$ cat config.mk
export PLATFORM = sky130hd
export DESIGN_NAME = framed_byte_packet_receiver
export DESIGN_NICKNAME = d
export VERILOG_FILES = /design/src/design/fbpr_pkg.sv /design/src/design/fbpr_ram.sv /design/src/design/fbpr_queue.sv /design/src/design/fbpr_front.sv /design/src/design/fbpr_back.sv /design/src/design/framed_byte_packet_receiver.sv
export VERILOG_INCLUDE_DIRS = /design/src /design/src/design
export SDC_FILE = /design/constraint.sdc
export NUM_CORES = 1
export LEC_CHECK = 0
export BUFFER_PORTS_ARGS = -buffer_cell sky130_fd_sc_hd__buf_2
export CORE_AREA = 2 2 126 128
export CTS_CLUSTER_DIAMETER = 200
export DETAILED_ROUTE_END_ITERATION = 8
export DIE_AREA = 0 0 128 130
export GPL_TIMING_DRIVEN = 1
export PLACE_DENSITY = 0.79
export SKIP_CTS_REPAIR_TIMING = 1
export SYNTH_ARGS = -nofsm -noshare
export SYNTH_HDL_FRONTEND = slang
export SYNTH_HIERARCHICAL = 1
export SYNTH_SLANG_ARGS = --single-unit
$ cat constraint.sdc
create_clock -name clk -period 3.5 [get_ports clk]
set_input_delay 0.7 -clock clk [delete_from_list [all_inputs] [get_ports clk]]
set_output_delay 0.7 -clock clk [all_outputs]
set_load 0.05 [all_outputs]
$ cat src/design/framed_byte_packet_receiver_assert.svh
// Assertion macros used by the receiver's front part.
`ifndef FRAMED_BYTE_PACKET_RECEIVER_ASSERT_SVH
`define FRAMED_BYTE_PACKET_RECEIVER_ASSERT_SVH

// Checks that the consequent holds in the same cycle as the antecedent.
`define FBPR_ASSERT_SAME(name, clk, rst, ante, cons, msg) \
  name: assert property (@(posedge clk) disable iff (rst) (ante) |-> (cons)) \
    else $error(msg);

// Checks that the consequent holds in the cycle after the antecedent.
`define FBPR_ASSERT_NEXT(name, clk, rst, ante, cons, msg) \
  name: assert property (@(posedge clk) disable iff (rst) (ante) |=> (cons)) \
    else $error(msg);

`endif

$ cat src/design/fbpr_pkg.sv
// Shared types and constants of the framed byte packet receiver.
package fbpr_pkg;

  localparam int PAYLOAD_BYTES_DEF = 9;
  // The command queue depth must be a power of two so its pointers wrap.
  localparam int QUEUE_DEPTH = 2;
  localparam int BYTE_INDEX_W = 4;
  localparam int CFG_ADDR_W = 4;
  localparam int CFG_DATA_W = 32;

  localparam logic [1:0] REG_FIRST_HEADER  = 2'd0;
  localparam logic [1:0] REG_SECOND_HEADER = 2'd1;
  localparam logic [1:0] REG_END_MARKER    = 2'd2;
  localparam logic [1:0] REG_TIMEOUT_TICKS = 2'd3;

  localparam logic [7:0] FIRST_HEADER_RST  = 8'h55;
  localparam logic [7:0] SECOND_HEADER_RST = 8'hAA;
  localparam logic [7:0] END_MARKER_RST    = 8'h0A;
  localparam logic [7:0] TIMEOUT_TICKS_RST = 8'd25;

  typedef enum logic [1:0] {
    KIND_PAYLOAD = 2'd0,
    KIND_FRAMING = 2'd1,
    KIND_TIMEOUT = 2'd2
  } kind_t;

  typedef enum logic [1:0] {
    CMD_FRAMING = 2'd0,
    CMD_TIMEOUT = 2'd1,
    CMD_FRAME   = 2'd2
  } cmd_t;

  typedef struct packed {
    logic [7:0] first_header;
    logic [7:0] second_header;
    logic [7:0] end_marker;
    logic [7:0] timeout_ticks;
  } cfg_t;

  typedef struct packed {
    logic valid;
    cmd_t cmd;
  } q_entry_t;

endpackage

$ cat src/design/fbpr_ram.sv
// Generic single-port-write, registered-read RAM.
module fbpr_ram #(
  parameter int WIDTH = 8,
  parameter int DEPTH = 9
) (
  input  logic                                          clk,
  input  logic                                          we,
  input  logic [((DEPTH > 1) ? $clog2(DEPTH) : 1)-1:0]  waddr,
  input  logic [WIDTH-1:0]                              wdata,
  input  logic [((DEPTH > 1) ? $clog2(DEPTH) : 1)-1:0]  raddr,
  output logic [WIDTH-1:0]                              rdata
);

  logic [WIDTH-1:0] mem [DEPTH];

  always_ff @(posedge clk) begin
    if (we) begin
      mem[waddr] <= wdata;
    end
    rdata <= mem[raddr];
  end

endmodule

$ cat src/design/fbpr_queue.sv
// Short command queue between the front and back parts.
module fbpr_queue import fbpr_pkg::*; (
  input  logic     clk,
  input  logic     rst,
  input  q_entry_t wr,
  output logic     full,
  output q_entry_t rd,
  input  logic     pop
);

  localparam int PW = (QUEUE_DEPTH > 1) ? $clog2(QUEUE_DEPTH) : 1;
  localparam int CW = $clog2(QUEUE_DEPTH + 1);

  cmd_t          slots [QUEUE_DEPTH];
  logic [PW-1:0] wptr;
  logic [PW-1:0] rptr;
  logic [CW-1:0] count;
  logic          do_push;
  logic          do_pop;

  assign full     = (count == CW'(QUEUE_DEPTH));
  assign rd.valid = (count != '0);
  assign rd.cmd   = slots[rptr];
  assign do_push  = wr.valid & ~full;
  assign do_pop   = pop & rd.valid;

  always_ff @(posedge clk) begin
    if (do_push) begin
      slots[wptr] <= wr.cmd;
    end
  end

  always_ff @(posedge clk) begin
    if (rst) begin
      wptr  <= '0;
      rptr  <= '0;
      count <= '0;
    end else begin
      if (do_push) begin
        wptr <= wptr + PW'(1);
      end
      if (do_pop) begin
        rptr <= rptr + PW'(1);
      end
      if (do_push && !do_pop) begin
        count <= count + CW'(1);
      end else if (do_pop && !do_push) begin
        count <= count - CW'(1);
      end
    end
  end

endmodule

$ cat src/design/fbpr_front.sv
// Front part: accepts bytes and ticks, tracks the frame and stores payload.
`include "framed_byte_packet_receiver_assert.svh"

module fbpr_front import fbpr_pkg::*; #(
  parameter int PAYLOAD_BYTES = PAYLOAD_BYTES_DEF
) (
  input  logic                                                clk,
  input  logic                                                rst,
  input  cfg_t                                                cfg,
  input  logic                                                in_valid,
  output logic                                                in_stall,
  input  logic                                                func,
  input  logic [7:0]                                          rx_byte,
  input  logic                                                q_full,
  output q_entry_t                                            q_push,
  input  logic                                                frame_done,
  output logic                                                store_we,
  output logic [((PAYLOAD_BYTES > 1) ? $clog2(PAYLOAD_BYTES) : 1)-1:0] store_waddr,
  output logic [7:0]                                          store_wdata
);

  localparam int AW = (PAYLOAD_BYTES > 1) ? $clog2(PAYLOAD_BYTES) : 1;
  localparam int FW = $clog2(PAYLOAD_BYTES + 1);

  typedef enum logic [2:0] {
    PH_HUNT    = 3'b001,
    PH_AWAIT   = 3'b010,
    PH_PAYLOAD = 3'b100
  } phase_t;

  phase_t        phase;
  phase_t        phase_next;
  logic [FW-1:0] fill;
  logic [FW-1:0] fill_next;
  logic [7:0]    tick;
  logic [7:0]    tick_next;
  logic [7:0]    tick_inc;
  logic          frame_pending;
  logic          frame_pending_next;
  logic          accept;
  logic          filling;
  logic          frame_open;

  assign filling    = (phase == PH_PAYLOAD) && (fill < FW'(PAYLOAD_BYTES));
  assign frame_open = (phase == PH_AWAIT) || (phase == PH_PAYLOAD);
  // A frame still being read out owns the store until its last byte is sent.
  assign in_stall   = q_full | (frame_pending & filling);
  assign accept     = in_valid & ~in_stall;
  assign tick_inc   = (tick == 8'hFF) ? tick : tick + 8'd1;

  assign store_waddr = fill[AW-1:0];
  assign store_wdata = rx_byte;

  always_comb begin
    phase_next   = phase;
    fill_next    = fill;
    tick_next    = tick;
    q_push.valid = 1'b0;
    q_push.cmd   = CMD_FRAMING;
    store_we     = 1'b0;
    if (accept) begin
      if (func) begin
        if (frame_open) begin
          tick_next = tick_inc;
          if (tick_inc >= cfg.timeout_ticks) begin
            phase_next   = PH_HUNT;
            fill_next    = '0;
            tick_next    = '0;
            q_push.valid = 1'b1;
            q_push.cmd   = CMD_TIMEOUT;
          end
        end
      end else begin
        unique case (phase)
          PH_AWAIT: begin
            if (rx_byte == cfg.second_header) begin
              phase_next = PH_PAYLOAD;
            end else begin
              phase_next   = PH_HUNT;
              fill_next    = '0;
              tick_next    = '0;
              q_push.valid = 1'b1;
              q_push.cmd   = CMD_FRAMING;
            end
          end
          PH_PAYLOAD: begin
            if (filling) begin
              store_we  = 1'b1;
              fill_next = fill + FW'(1);
            end else if (rx_byte == cfg.end_marker) begin
              phase_next   = PH_HUNT;
              fill_next    = '0;
              tick_next    = '0;
              q_push.valid = 1'b1;
              q_push.cmd   = CMD_FRAME;
            end else begin
              phase_next   = PH_HUNT;
              fill_next    = '0;
              tick_next    = '0;
              q_push.valid = 1'b1;
              q_push.cmd   = CMD_FRAMING;
            end
          end
          default: begin
            fill_next = '0;
            tick_next = '0;
            if (rx_byte == cfg.first_header) begin
              phase_next = PH_AWAIT;
            end else begin
              phase_next   = PH_HUNT;
              q_push.valid = 1'b1;
              q_push.cmd   = CMD_FRAMING;
            end
          end
        endcase
      end
    end
  end

  always_comb begin
    frame_pending_next = frame_pending;
    if (q_push.valid && (q_push.cmd == CMD_FRAME)) begin
      frame_pending_next = 1'b1;
    end else if (frame_done) begin
      frame_pending_next = 1'b0;
    end
  end

  always_ff @(posedge clk) begin
    if (rst) begin
      phase         <= PH_HUNT;
      fill          <= '0;
      tick          <= '0;
      frame_pending <= 1'b0;
    end else begin
      phase         <= phase_next;
      fill          <= fill_next;
      tick          <= tick_next;
      frame_pending <= frame_pending_next;
    end
  end

  `FBPR_ASSERT_SAME(a_no_store_overwrite, clk, rst, store_we, !frame_pending,
    "payload store written while a finished frame is still being sent")
  `FBPR_ASSERT_SAME(a_frame_push_free, clk, rst,
    q_push.valid && (q_push.cmd == CMD_FRAME), !frame_pending,
    "second frame completed before the first was sent")
  `FBPR_ASSERT_SAME(a_push_has_room, clk, rst, q_push.valid, !q_full,
    "command pushed into a full queue")
  `FBPR_ASSERT_NEXT(a_fill_steps, clk, rst, store_we, fill == $past(fill) + FW'(1),
    "fill count did not advance on a payload write")

endmodule

$ cat src/design/fbpr_back.sv
// Back part: turns queued commands into result transactions.
module fbpr_back import fbpr_pkg::*; #(
  parameter int PAYLOAD_BYTES = PAYLOAD_BYTES_DEF
) (
  input  logic                                                clk,
  input  logic                                                rst,
  input  q_entry_t                                            q_rd,
  output logic                                                q_pop,
  output logic [((PAYLOAD_BYTES > 1) ? $clog2(PAYLOAD_BYTES) : 1)-1:0] store_raddr,
  input  logic [7:0]                                          store_rdata,
  output logic                                                frame_done,
  output logic                                                out_valid,
  input  logic                                                out_stall,
  output logic [1:0]                                          kind,
  output logic [7:0]                                          payload_byte,
  output logic [BYTE_INDEX_W-1:0]                             byte_index,
  output logic                                                last
);

  localparam int AW = (PAYLOAD_BYTES > 1) ? $clog2(PAYLOAD_BYTES) : 1;

  typedef enum logic [2:0] {
    BK_IDLE  = 3'b001,
    BK_FETCH = 3'b010,
    BK_SEND  = 3'b100
  } bk_state_t;

  bk_state_t                    state;
  bk_state_t                    state_next;
  logic [AW-1:0]                idx;
  logic [AW-1:0]                idx_next;
  logic                         out_free;
  logic                         load;
  kind_t                        load_kind;
  logic [7:0]                   load_byte;
  logic [BYTE_INDEX_W-1:0]      load_index;
  logic                         load_last;
  logic                         idx_last;
  logic [AW+BYTE_INDEX_W-1:0]   idx_wide;

  assign out_free    = ~out_valid | ~out_stall;
  assign store_raddr = idx;
  assign idx_last    = (idx == AW'(PAYLOAD_BYTES - 1));
  // Positions wrap at the width of byte_index.
  assign idx_wide    = {{BYTE_INDEX_W{1'b0}}, idx};

  always_comb begin
    state_next = state;
    idx_next   = idx;
    q_pop      = 1'b0;
    frame_done = 1'b0;
    load       = 1'b0;
    load_kind  = KIND_FRAMING;
    load_byte  = '0;
    load_index = '0;
    load_last  = 1'b1;
    unique case (state)
      BK_FETCH: begin
        state_next = BK_SEND;
      end
      BK_SEND: begin
        if (out_free) begin
          load       = 1'b1;
          load_kind  = KIND_PAYLOAD;
          load_byte  = store_rdata;
          load_index = idx_wide[BYTE_INDEX_W-1:0];
          load_last  = idx_last;
          if (idx_last) begin
            frame_done = 1'b1;
            state_next = BK_IDLE;
          end else begin
            idx_next   = idx + AW'(1);
            state_next = BK_FETCH;
          end
        end
      end
      default: begin
        if (q_rd.valid && out_free) begin
          q_pop = 1'b1;
          case (q_rd.cmd)
            CMD_FRAME: begin
              idx_next   = '0;
              state_next = BK_FETCH;
            end
            CMD_TIMEOUT: begin
              load      = 1'b1;
              load_kind = KIND_TIMEOUT;
            end
            default: begin
              load      = 1'b1;
              load_kind = KIND_FRAMING;
            end
          endcase
        end
      end
    endcase
  end

  always_ff @(posedge clk) begin
    if (rst) begin
      state     <= BK_IDLE;
      idx       <= '0;
      out_valid <= 1'b0;
    end else begin
      state <= state_next;
      idx   <= idx_next;
      if (load) begin
        out_valid <= 1'b1;
      end else if (!out_stall) begin
        out_valid <= 1'b0;
      end
    end
  end

  always_ff @(posedge clk) begin
    if (load) begin
      kind         <= load_kind;
      payload_byte <= load_byte;
      byte_index   <= load_index;
      last         <= load_last;
    end
  end

endmodule

$ cat src/design/framed_byte_packet_receiver.sv
// Top level of the framed byte packet receiver: registers and part wiring.
//
//   channel | signals                                   | direction
//   cfg     | psel penable pwrite paddr pwdata prdata   | APB write/read
//   in      | in_valid in_stall func rx_byte            | byte or tick in
//   out     | out_valid out_stall kind payload_byte ... | result out
//
// An input transaction is taken whenever in_stall is low; see below for when it rises.
// Each payload byte of a good frame takes a store read in the back part, then the
// output register load; an error or timeout report needs only the load.
// Reset is synchronous; the payload store is not cleared.
// in_stall rises while the queue is full, or while a finished frame is still being
// sent and the next byte would be written into the store.
module framed_byte_packet_receiver import fbpr_pkg::*; #(
  parameter int PAYLOAD_BYTES = PAYLOAD_BYTES_DEF
) (
  input  logic                    clk,
  input  logic                    rst,
  input  logic                    psel,
  input  logic                    penable,
  input  logic                    pwrite,
  input  logic [CFG_ADDR_W-1:0]   paddr,
  input  logic [CFG_DATA_W-1:0]   pwdata,
  output logic [CFG_DATA_W-1:0]   prdata,
  output logic                    pready,
  input  logic                    in_valid,
  output logic                    in_stall,
  input  logic                    func,
  input  logic [7:0]              rx_byte,
  output logic                    out_valid,
  input  logic                    out_stall,
  output logic [1:0]              kind,
  output logic [7:0]              payload_byte,
  output logic [BYTE_INDEX_W-1:0] byte_index,
  output logic                    last
);

  localparam int AW = (PAYLOAD_BYTES > 1) ? $clog2(PAYLOAD_BYTES) : 1;

  cfg_t          cfg;
  logic          cfg_write;
  q_entry_t      q_push;
  q_entry_t      q_rd;
  logic          q_full;
  logic          q_pop;
  logic          frame_done;
  logic          store_we;
  logic [AW-1:0] store_waddr;
  logic [7:0]    store_wdata;
  logic [AW-1:0] store_raddr;
  logic [7:0]    store_rdata;

  assign pready    = 1'b1;
  assign cfg_write = psel & penable & pwrite;

  always_ff @(posedge clk) begin
    if (rst) begin
      cfg.first_header  <= FIRST_HEADER_RST;
      cfg.second_header <= SECOND_HEADER_RST;
      cfg.end_marker    <= END_MARKER_RST;
      cfg.timeout_ticks <= TIMEOUT_TICKS_RST;
    end else if (cfg_write) begin
      unique case (paddr[3:2])
        REG_FIRST_HEADER:  cfg.first_header  <= pwdata[7:0];
        REG_SECOND_HEADER: cfg.second_header <= pwdata[7:0];
        REG_END_MARKER:    cfg.end_marker    <= pwdata[7:0];
        REG_TIMEOUT_TICKS: cfg.timeout_ticks <= pwdata[7:0];
        default: ;
      endcase
    end
  end

  always_comb begin
    unique case (paddr[3:2])
      REG_FIRST_HEADER:  prdata = {24'd0, cfg.first_header};
      REG_SECOND_HEADER: prdata = {24'd0, cfg.second_header};
      REG_END_MARKER:    prdata = {24'd0, cfg.end_marker};
      REG_TIMEOUT_TICKS: prdata = {24'd0, cfg.timeout_ticks};
      default:           prdata = '0;
    endcase
  end

  fbpr_front #(
    .PAYLOAD_BYTES(PAYLOAD_BYTES)
  ) u_front (
    .clk         (clk),
    .rst         (rst),
    .cfg         (cfg),
    .in_valid    (in_valid),
    .in_stall    (in_stall),
    .func        (func),
    .rx_byte     (rx_byte),
    .q_full      (q_full),
    .q_push      (q_push),
    .frame_done  (frame_done),
    .store_we    (store_we),
    .store_waddr (store_waddr),
    .store_wdata (store_wdata)
  );

  fbpr_queue u_queue (
    .clk  (clk),
    .rst  (rst),
    .wr   (q_push),
    .full (q_full),
    .rd   (q_rd),
    .pop  (q_pop)
  );

  fbpr_ram #(
    .WIDTH(8),
    .DEPTH(PAYLOAD_BYTES)
  ) u_store (
    .clk   (clk),
    .we    (store_we),
    .waddr (store_waddr),
    .wdata (store_wdata),
    .raddr (store_raddr),
    .rdata (store_rdata)
  );

  fbpr_back #(
    .PAYLOAD_BYTES(PAYLOAD_BYTES)
  ) u_back (
    .clk          (clk),
    .rst          (rst),
    .q_rd         (q_rd),
    .q_pop        (q_pop),
    .store_raddr  (store_raddr),
    .store_rdata  (store_rdata),
    .frame_done   (frame_done),
    .out_valid    (out_valid),
    .out_stall    (out_stall),
    .kind         (kind),
    .payload_byte (payload_byte),
    .byte_index   (byte_index),
    .last         (last)
  );

endmodule
Yosys cells after proc, flatten, opt, wreduce, memory -nomap -nowiden
Memories as Yosys holds them, arrays and structs flattened. A register that Yosys moved wholly into a read port is not among the register bits.
Cells that the tools add are included.
- equal/unequal tests: 23
- $add $sub $neg: 7
- order comparisons: 2
- reduce and logical (&&, ||, !) cells: 27
- multiplexer cells: 69
- bitwise logic cells: 13
- operators with widths (operator ; number):
    $pmux 32 s4 ; 1
    $mux 8 ; 6
    $mux 3 ; 15
    $mux 4 ; 9
    $eq 8x8->1 ; 3
    $mux 1 ; 23
    $pmux 3 s2 ; 3
    $pmux 4 s2 ; 2
    $pmux 8 s2 ; 1
    $mux 2 ; 7
    $reduce_and 4->1 ; 3
    $eq 2x2->1 const B ; 5
    $reduce_and 2->1 ; 5
    $reduce_bool 2->1 ; 5
    $add 4x1->4 const B ; 2
    $add 8x1->8 const B ; 1
    $eq 8x8->1 const B ; 1
    $ge 8x8->1 ; 1
    $ne 2x1->1 const B ; 4
    $and 1x1->1 ; 6
    $eq 3x2->1 const B ; 2
    $eq 3x3->1 const B ; 2
    $ne 3x3->1 const B ; 2
    $reduce_bool 3->1 ; 2
    18 further kinds ; 30
- logic and storage cells: 161
- flip-flop bits (word level): 75
- bits of input ports: 52
- bits in writable memories: 76
- memories: 2
- output and inout port bits: 50
- memory list (name ; words ; width ; read ports ; clocked after memory_dff ; write ports ; line ; text):
    u_store.mem ; 9 ; 8 ; 1 ; 1 ; 1 ; fbpr_ram.sv:14 ; logic [WIDTH-1:0] mem [DEPTH];
    u_queue.slots ; 2 ; 2 ; 1 ; 1 ; 1 ; fbpr_queue.sv:14 ; cmd_t slots [QUEUE_DEPTH];

Longest topological paths before layout
- depth in word-level cells: 12
- mapped depth: 17
- depth with buffers taken out: 17

By module
Netlist, hierarchy kept.
- by module, submodules not included (module ; area an instance (um^2) ; cells an instance ; seq. area each (um^2) ; instances):
    fbpr_ram ; 3064.2 ; 171 ; 2322.2 ; 1
    framed_byte_packet_receiver ; 1700.4 ; 174 ; 640.6 ; 1
    fbpr_front ; 1621.6 ; 194 ; 320.3 ; 1
    fbpr_back ; 1079.8 ; 94 ; 610.6 ; 1
    fbpr_queue ; 362.8 ; 31 ; 220.2 ; 1

Least setup slack after synthesis
OpenSTA, ideal clock, no wires.
- kind: register to register
- start: reg u_front.tick[0]
- end: reg u_queue.count[1]
- stages on the path, launching flop included: 17
- clock period less this slack: 3.552 ns
- path slack: -0.052 ns
- required time: 3.430 ns
- setup time: 0.070 ns
- path buffers: 0
- data arrival time: 3.483 ns
- cell sequence: dfxtp_1 -> ha_1 -> and2_1 -> nand4_1 -> and3_1 -> xor2_1 -> ha_1 -> o21a_1 -> a21oi_1 -> a211oi_2 -> o21ai_2 -> nor3_1 -> inv_1 -> nor2_1 -> ha_1 -> or3_1 -> a21oi_1
- RTL lines (element ; line ; text):
    start: declaration ; fbpr_front.sv:35 ; logic [7:0] tick;
    start signal: assignment ; fbpr_front.sv:138 ; tick <= tick_next;
    end signal: assignment ; fbpr_queue.sv:46 ; count <= count + CW'(1);
    end signal: assignment ; fbpr_queue.sv:48 ; count <= count - CW'(1);
    end: declaration ; fbpr_queue.sv:17 ; logic [CW-1:0] count;

==> impl_metrics.json <==
{
  "path_class": "reg -> reg",
  "highest_layer": "met4",
  "finalHoldViolations": 0,
  "clock_skew_ps": 9.62,
  "cts_tree": "built",
  "drc": 0,
  "p_sw_mw": 1.16,
  "postLayoutCellArea_mm2": 0.00879,
  "max-slew-margin-rel_pct": 25.3,
  "synth_top_area_share_pct": 34.9,
  "postSynthAreaPerCell_um2": 11.8,
  "crit_path_top_delay_cell": "or3_1",
  "swShare_pct": 26.4,
  "power_frac_comb_pct": 10.9,
  "peakVddDrop_mv": 0.329,
  "synth_edf_count": 91,
  "coreArea_mm2": 0.0154,
  "leakagePower_nw": 3.27,
  "tightest_slew_ps": 1120,
  "ys_seq_area_share_pct": 52.5,
  "ant_nets": 0,
  "finalSetupViolCount": 0,
  "dieArea_mm2": 0.0166,
  "synth-main-ff-cell": "edfxtp_1",
  "wl_met2_um": 7710,
  "firstDrtPassIters": 4,
  "clockBufferDepth": 2,
  "hpwl_um": 10700,
  "gp_congestion": 0.879,
  "seqPwrFrac_pct": 46.9,
  "synth_most_common_cell": "edfxtp_1",
  "portBuffers": 50,
  "grt_max_degree": 70,
  "syn_inst": 664,
  "cts_buffers": 17,
  "clockRootBuffer": "clkbuf_16",
  "place_area_mm2": 0.00812,
  "die_y_um": 130,
  "antenna_cells": 0,
  "yosys_warnings": 6,
  "cts_max_level": 4,
  "setup.worst_path.end_class": "flop",
  "via_per_inst": 5.50,
  "std_cell_rows": 46,
  "post-route-period-util_pct": 96.3,
  "required_ps": 3840,
  "overflow": 0,
  "vias": 5085,
  "met1_length_um": 6380,
  "post_drt_wl_per_cell_um": 16.3,
  "ys_async_sr_fraction_pct": 0,
  "path_common_cell": "ha_1",
  "cap_violations": 0,
  "hold_class": "reg -> reg",
  "synthTopCellsByCount": "edfxtp_1, dfxtp_1, nor2_1, mux2i_1, buf_4",
  "yosysTopAreaCell": "edfxtp_1",
  "area_growth_pct": 12.3,
  "cp-start-kind": "flop",
  "internal_power_mw": 3.24,
  "antenna_found_initial": 0,
  "critPathArrivalTime_ps": 3710,
  "fin_util_pct": 57.0,
  "ys_types": 76,
  "status": "finished clean",
  "cp_max_fo": 4,
  "slowest_delay_ps": 370,
  "nets": 786,
  "clk_pin_slew_worst_paths_ps": 70,
  "syn_area_mm2": 0.00783,
  "critical_path.cell_chain": "ha_1 > and2_1 > nand4_1 > buf_4 > a21oi_2 > ha_1 > or3_1 > a21oi_2 > a211oi_2 > o21ai_2 > nor3_2 > inv_1 > nor2_2 > ha_1 > or3_1 > a21oi_1",
  "grt_pass1_vias": 5136,
  "start_util_pct": 50.8,
  "met3_length_um": 730,
  "wirelength_um": 15100,
  "p_clk_share_pct": 42.2,
  "period_needed_ps": 3370,
  "die_w_um": 128,
  "drt_iter0_markers": 422,
  "drive_above_1_share_pct": 24.3,
  "p_per_area_mw_per_mm2": 500,
  "grt_pass1_wl_um": 24800,
  "ys_seq_elements": 160,
  "clkSinkCount": 160,
  "max_freq_mhz": 297,
  "ys_top_cells_by_area": "edfxtp_1, dfxtp_1, mux2i_1",
  "clk_latency_ps": 430,
  "grt_usage_pct": 19.2,
  "ios": 102,
  "slew_violations": 0
}
==> worst max-delay path: cells and delay by family (launching register included) <==
family | cells | cell delay (ps)
and+or+nand+nor | 6 | 1180
AOI/OAI and AO/OA | 5 | 710
adders and majority gates | 3 | 690
DFF | 1 | 360
buffers and inverters | 2 | 340
==> registers in the layout (all words and copies together), names as in the netlist, named ones only <==
name,cells
u_queue/slots,4
u_queue/count,2
u_front/store_waddr,4
u_back/payload_byte,8
u_back/state,3
u_store/mem,72
u_back/byte_index,4
u_back/out_valid,1
u_front/tick,8
u_front/phase,3
u_back/store_raddr,4
cfg,32
u_back/last,1
u_front/frame_pending,1
u_queue/rptr,1
u_store/rdata,8
u_queue/wptr,1
u_back/kind,2
==> path summary, 6_finish.rpt <==
kind	startpoint	end	slack, ps	depth (start not counted)
worst max-delay path	u_front/tick[0]	u_queue/count[1]	130	16
worst min-delay path	u_store/mem[8][4]	u_store/rdata[4]	450	2
worst max register to register	u_front/tick[0]	u_queue/count[1]	130	16
worst min register to register	u_store/mem[8][4]	u_store/rdata[4]	450	2
==> final cells by class <==
class | count | area, um^2
Tap cell | 192 | 240
Sequential cell | 160 | 4120
Multi-Input combinational cell | 447 | 3330
Inverter | 20 | 75.1
Clock inverter | 15 | 171
Timing Repair Buffer | 74 | 430
Clock buffer | 17 | 425
Fill cell | 1251 | 6630
==> per-stage QoR <==
stage	hold slack (ps)	setup slack [ps]	setup TNS (ps)	power [mW]	instances
after floorplan	421	1.71	0	2.50	687
after global placement	429	65.4	0	2.57	889
after detailed placement	431	14.8	0	2.58	889
after CTS	448	-37.1	-37.1	4.43	921
after global routing	473	-12.3	-12.3	4.53	925
final	447	130	0	4.40	925
==> placed cells by master (no fill, tap or decap), types with 4 or more instances in the layout <==
| cell type | n |
|---|---|
| o31ai_1 | 8 |
| nand2b_4 | 4 |
| a21oi_1 | 12 |
| buf_4 | 24 |
| conb_1 | 25 |
| nor4_1 | 8 |
| nand2b_1 | 31 |
| mux2_2 | 22 |
| nor3_1 | 5 |
| nand2_1 | 24 |
| nand3b_1 | 5 |
| or3_1 | 8 |
| o22ai_1 | 8 |
| nand3_1 | 14 |
| mux2i_1 | 47 |
| inv_6 | 6 |
| a22o_1 | 8 |
| a21oi_2 | 5 |
| o21ai_0 | 23 |
| inv_1 | 20 |
| buf_2 | 50 |
| ha_1 | 13 |
| nand4_1 | 6 |
| edfxtp_1 | 91 |
| nor2_1 | 53 |
| nor2b_1 | 9 |
| xor2_1 | 17 |
| dfxtp_1 | 66 |
| xnor2_1 | 14 |
| clkbuf_16 | 17 |
| clkinv_4 | 4 |
| and3_1 | 14 |
| mux4_2 | 8 |
==> kinds of logic (layout without fill, tap and decap cells) <==
group / count (synthesis) / in the layout / share of synthesized area [%]
compound gates: 88 / 88 / 8.12
buf+inv: 80 / 126 / 6.55
xor+xnor: 31 / 31 / 3.47
fa+ha+maj: 14 / 14 / 2.24
flops: 160 / 160 / 52.5
mux: 77 / 77 / 11.5
other cells: 2 / 25 / 0.0959
simple gates: 212 / 212 / 15.5
==> routing by layer <==
layer | global-route usage [%] | vias up
met5 | 0 | -
met4 | 9.63 | 0
met3 | 3.73 | 20
met2 | 33.4 | 142
met1 | 23.0 | 2461
li1 | - | 2462
==> power by group through the flow <==
stage | clock network [mW] | registers, mW | logic (mW)
detailed placement | 0 | 2.11 | 0.476
finish | 1.86 | 2.06 | 0.481
floorplan | 0 | 2.19 | 0.307
CTS | 1.89 | 2.06 | 0.478
global route | 1.95 | 2.07 | 0.515
global placement | 0 | 2.10 | 0.466
No activity file was read; power rests on OpenSTA's default activity.
